==> src/design/swa_pkg.sv <==
// ----------------------------------------------------------------------------
// swa_pkg
// Shared types and fixed widths of the sliding window average block.
// ----------------------------------------------------------------------------
package swa_pkg;

    localparam int CFG_W            = 11;  // window_len and samples_held
    localparam int SAMPLE_W         = 32;  // sample port
    localparam int AVG_W            = 32;  // average port
    localparam int WINDOW_LEN_RESET = 8;

    typedef enum logic [2:0] {
        ST_IDLE,
        ST_FETCH,
        ST_START,
        ST_WAIT,
        ST_OUTPUT
    } swa_state_t;

    typedef enum logic [1:0] {
        DIV_IDLE,
        DIV_RUN,
        DIV_FIX
    } swa_div_state_t;

    typedef struct packed {
        logic start;
    } swa_div_ctrl_t;

    typedef struct packed {
        logic busy;
        logic done;
    } swa_div_status_t;

endpackage

==> src/design/swa_divider.sv <==
// ----------------------------------------------------------------------------
// swa_divider
// Iterative signed divider, one quotient bit per cycle. The dividend is
// known to give a quotient that fits QUOT_W bits, so only QUOT_W steps run.
// ----------------------------------------------------------------------------
module swa_divider #(
    parameter int SUM_W  = 43,
    parameter int CNT_W  = 11,
    parameter int QUOT_W = 32
) (
    input  logic                          clk,
    input  logic                          rst_n,
    input  swa_pkg::swa_div_ctrl_t        ctrl,
    input  logic signed [SUM_W-1:0]       dividend,
    input  logic [CNT_W-1:0]              divisor,
    output swa_pkg::swa_div_status_t      status,
    output logic signed [QUOT_W-1:0]      quotient
);

    import swa_pkg::*;

    localparam int HI_W   = SUM_W - QUOT_W;
    localparam int REM_W  = HI_W + 1;
    localparam int STEP_W = $clog2(QUOT_W);

    swa_div_state_t     state_reg, state_next;
    logic [STEP_W-1:0]  step_reg, step_next;
    logic [REM_W-1:0]   rem_reg, rem_next;
    logic [REM_W-1:0]   dvs_reg, dvs_next;
    logic [QUOT_W-1:0]  q_reg, q_next;
    logic               neg_reg, neg_next;
    logic signed [QUOT_W-1:0] quot_reg, quot_next;

    logic [SUM_W-1:0]   mag;
    logic [REM_W-1:0]   shifted;
    logic               fits;

    assign mag     = dividend[SUM_W-1] ? (~dividend + SUM_W'(1)) : dividend;
    assign shifted = {rem_reg[REM_W-2:0], q_reg[QUOT_W-1]};
    assign fits    = (shifted >= dvs_reg);

    // next state
    always_comb
    begin
        state_next = state_reg;
        unique case (state_reg)
            DIV_IDLE: if (ctrl.start) state_next = DIV_RUN;
            DIV_RUN:  if (step_reg == '0) state_next = DIV_FIX;
            DIV_FIX:  state_next = DIV_IDLE;
            default:  state_next = DIV_IDLE;
        endcase
    end

    // outputs
    always_comb
    begin
        status.busy = (state_reg != DIV_IDLE);
        status.done = (state_reg == DIV_FIX);
    end

    // datapath
    always_comb
    begin
        step_next = step_reg;
        rem_next  = rem_reg;
        dvs_next  = dvs_reg;
        q_next    = q_reg;
        neg_next  = neg_reg;
        quot_next = quot_reg;
        if (state_reg == DIV_IDLE && ctrl.start)
        begin
            // load the high part as the partial remainder, it is below the divisor
            neg_next  = dividend[SUM_W-1];
            rem_next  = {1'b0, mag[SUM_W-1:QUOT_W]};
            q_next    = mag[QUOT_W-1:0];
            dvs_next  = REM_W'(divisor);
            step_next = STEP_W'(QUOT_W - 1);
        end
        else if (state_reg == DIV_RUN)
        begin
            rem_next  = fits ? (shifted - dvs_reg) : shifted;
            q_next    = {q_reg[QUOT_W-2:0], fits};
            step_next = step_reg - STEP_W'(1);
        end
        else if (state_reg == DIV_FIX)
        begin
            quot_next = neg_reg ? $signed(~q_reg + QUOT_W'(1)) : $signed(q_reg);
        end
    end

    always_ff @(posedge clk or negedge rst_n)
    begin
        if (!rst_n)
        begin
            state_reg <= DIV_IDLE;
        end
        else
        begin
            state_reg <= state_next;
        end
    end

    always_ff @(posedge clk)
    begin
        step_reg <= step_next;
        rem_reg  <= rem_next;
        dvs_reg  <= dvs_next;
        q_reg    <= q_next;
        neg_reg  <= neg_next;
        quot_reg <= quot_next;
    end

    assign quotient = quot_reg;

endmodule

==> config.mk <==
export PLATFORM = sky130hd
export DESIGN_NAME = swa_divider
export DESIGN_NICKNAME = d
export VERILOG_FILES = /design/src/design/swa_pkg.sv /design/src/design/swa_divider.sv
export SDC_FILE = /design/constraint.sdc
export NUM_CORES = 1
export LEC_CHECK = 0
export BUFFER_PORTS_ARGS = -buffer_cell sky130_fd_sc_hd__buf_2
export CAP_MARGIN = 20
export CORE_MARGIN = 2
export CORE_UTILIZATION = 60
export CTS_CLUSTER_DIAMETER = 60
export DETAILED_ROUTE_END_ITERATION = 8
export PLACE_DENSITY = 0.84
export SETUP_SLACK_MARGIN = 0.5
export SLEW_MARGIN = 25
export SYNTH_ARGS = -nofsm -noshare
export SYNTH_HDL_FRONTEND = slang
export SYNTH_SLANG_ARGS = --single-unit
export TNS_END_PERCENT = 30
==> constraint.sdc <==
create_clock -name clk -period 9.2 [get_ports clk]
set_clock_uncertainty 0.2 [all_clocks]
set_input_delay 0 -clock clk [delete_from_list [all_inputs] [get_ports clk]]
set_output_delay 0 -clock clk [all_outputs]
set_load 0.02 [all_outputs]
==> metrics.txt <==
status=completed; Routed WL=13000 µm; final hold vios=0; core footprint=0.00911 mm²; period utilization=0.401; multi-input logic area=0.00262 mm²; WS Path Type=input pin to flop; final net count=735; worst-margin pin slew=895 ps; Place WS=5940 ps; crit path DAT=3600 ps; Hold Crit Start=ctrl; Detail Placement HPWL=8610 µm; post-synthesis register bit count=94; initial core utilization=0.608; Hold Path Class=input pin to flop; CP Cell Sequence=dlygate4sd3_1, buf_2, or4_4, or4b_4, or4_2, o31ai_1, xor2_1, dlygate4sd3_1, mux2i_1; Startpoint Class=input pin; top cell type's share of synthesized area=0.472; Final Util=0.752; Power Density=243 mW/mm²; Detail Route Antenna Nets=0; diode count=0; DR vias/cell=5.91; Max IR drop VDD=0.000111 V; Die Span Y=100 µm; cell with the most instances after synthesis=edfxtp_1; GRT Overall Usage=0.265; wire length per cell=16.7 µm; Netlist cell types=50; R2R depth=6; vias in the first global route=4394; CTS buffer count=9; area leader, netlist=edfxtp_1; Post-synth top flop=edfxtp_1; Worst Path Required=9110 ps; r2r endpoint=quotient[30]; yosys warns=0; Static Leakage=0.00274 µW; post-synth net total=595; Area Growth Syn to Fin=23.8%; Syn Inst Count=523; drt drc=0; Longest Clk Path Bufs=2; die area=0.0100 mm²; Area contributors post-synth=edfxtp_1 47%, xnor2_1 6.5%, o21ai_0 6.1%, xor2_1 5.9%, nand2_1 4.7%; delay of the slowest critical-path stage=740 ps; Period minus WS final=3690 ps; Chip Width=100 µm; worst skew pair latency=380 ps; async set-reset flop share out of synthesis=0.0213; register area=0.00276 mm²; layout cells sized above 1=0.190; row count=35; Hold Crit Depth=4; CTS tree=done; Synth top cells by count=87 x edfxtp_1, 69 x nand2_1, 67 x o21ai_0; Mean Syn Cell Area=10.6 µm²; Slew headroom=0.398; sequential area share after synthesis=0.499; worst setup margin=5510 ps; Top Ports=91; port bufs=90; Max H-tree Level=3; Max Fclk=271 MHz; filler cell count=615; hold endpoint=step_reg[2]; GP Congestion=0.851; Syn Std Cell Area=0.00554 mm²; Fin Setup TNS=0 ps; first-pass GRT wire length=20700 µm; routed vias=4607; cell mode on critical path=dlygate4sd3_1; worst flop-to-flop path startpoint=q_reg[4]; Max Fanout on Critical Path=4; grt ovf=0; R2R Setup Slk=5870 ps; largest net degree at the start of global routing=80; number of synthesized flops with an enable pin=87; RSZ-0062 raised after global routing=no; Slew Limit Fails=0; slowest CP cell=or4_2; initial drt markers=284; root buf cell=clkbuf_8; max cap viols=0; Worst setup EP type=flop; Worst Path Buf+Inv=3; CP top delay family=simple AND/OR/NAND/NOR gates; initial antenna violation count=0; final setup vio count=0; clock-pin slew on the worst setup and hold paths=100 ps; clock sinks=94; number of iterations in the first detailed-routing pass=5; Post-CTS Setup Inserts=0
-- power breakdown --
| part | internal, µW | leakage, µW | switching (µW) | total (µW) |
|---|---|---|---|---|
| sequential | 664 | 0.000910 | 122 | 786 |
| combinational | 276 | 0.00173 | 319 | 594 |
| clock | 128 | 0.000101 | 154 | 282 |
| total | 1070 | 0.00274 | 594 | 1660 |
-- worst min-delay path, stage by stage --
cell	delay, ps
buf_2	80
nand2_2	40
buf_4	340
nand2_1	130
-- timing repair --
action / 4_1_cts / 5_1_grt
hold endpoints to repair: 54 / 0
hold buffers: 58 / 0
resized for setup: 0 / 0
-- placed cells by master, fill, tap and decap left out, drive strengths merged, types with 3 or more instances in the layout --
| master | n |
|---|---|
| nor2b | 4 |
| a211oi | 3 |
| a21oi | 4 |
| or3 | 10 |
| dfxtp | 5 |
| nor2 | 14 |
| clkbuf | 10 |
| nand4b | 3 |
| edfxtp | 87 |
| or2 | 7 |
| buf | 92 |
| o211ai | 6 |
| xor2 | 37 |
| o31a | 3 |
| clkinv | 4 |
| o21ai | 67 |
| o22ai | 4 |
| dlygate4sd3 | 58 |
| nand2b | 6 |
| o31ai | 15 |
| or4 | 11 |
| mux2i | 15 |
| nor3 | 5 |
| nor4 | 8 |
| inv | 25 |
| ha | 14 |
| xnor2 | 41 |
| nand4 | 4 |
| nand2 | 69 |
| o41ai | 12 |
| a21o | 3 |
-- layout make-up --
cell class                      count  share of cell area
Tap cell                          111              0.0203
Timing Repair Buffer              150               0.153
Clock inverter                      6              0.0102
Clock buffer                       10              0.0186
Sequential cell                    94               0.403
Inverter                           24              0.0131
Multi-Input combinational cell    384               0.382
-- kinds of logic after synthesis --
group,share of synthesized area
multiplexers,0.0271
buffers and inverters,0.0305
XOR/XNOR,0.123
AO/OA/AOI/OAI,0.144
adder cells (fa/ha/maj),0.0353
AND/OR/NAND/NOR,0.140
flip-flops,0.499
-- through the flow --
step | hold slack (ps) | std cells | total power (µW) | area [µm²]
floorplan | -496 | 523 | 1200 | 5540
global route | 86.4 | 779 | 1760 | 6850
global placement | -416 | 705 | 1310 | 6070
detailed placement | -408 | 705 | 1350 | 6070
CTS | 48.7 | 779 | 1650 | 6850
finish | 47.0 | 779 | 1660 | 6850
-- how the worst max path moves through the flow --
stage / startpoint / end / slack (ps) / depth (start not counted)
after floorplan: q_reg[31] / rem_reg[4] / 6260 / 11
after global placement: q_reg[4] / quotient[30] / 6090 / 6
after detailed placement: q_reg[4] / quotient[30] / 5940 / 6
after CTS: dividend[15] / rem_reg[1] / 5550 / 9
after global routing: dividend[15] / rem_reg[1] / 5450 / 9
final: dividend[15] / rem_reg[1] / 5510 / 9
-- routing by layer --
metal  routed length, µm  vias to the layer above  track usage  share of wire
met4                 266                        0        0.100          0.020
met2                6840                      166        0.483           0.53
met1                5220                     2208        0.308           0.40
met3                 701                       25       0.0508          0.054
met5                   0                        -            0              0
li1                    -                     2208            -              -
Power figures use the tool's default switching activity.
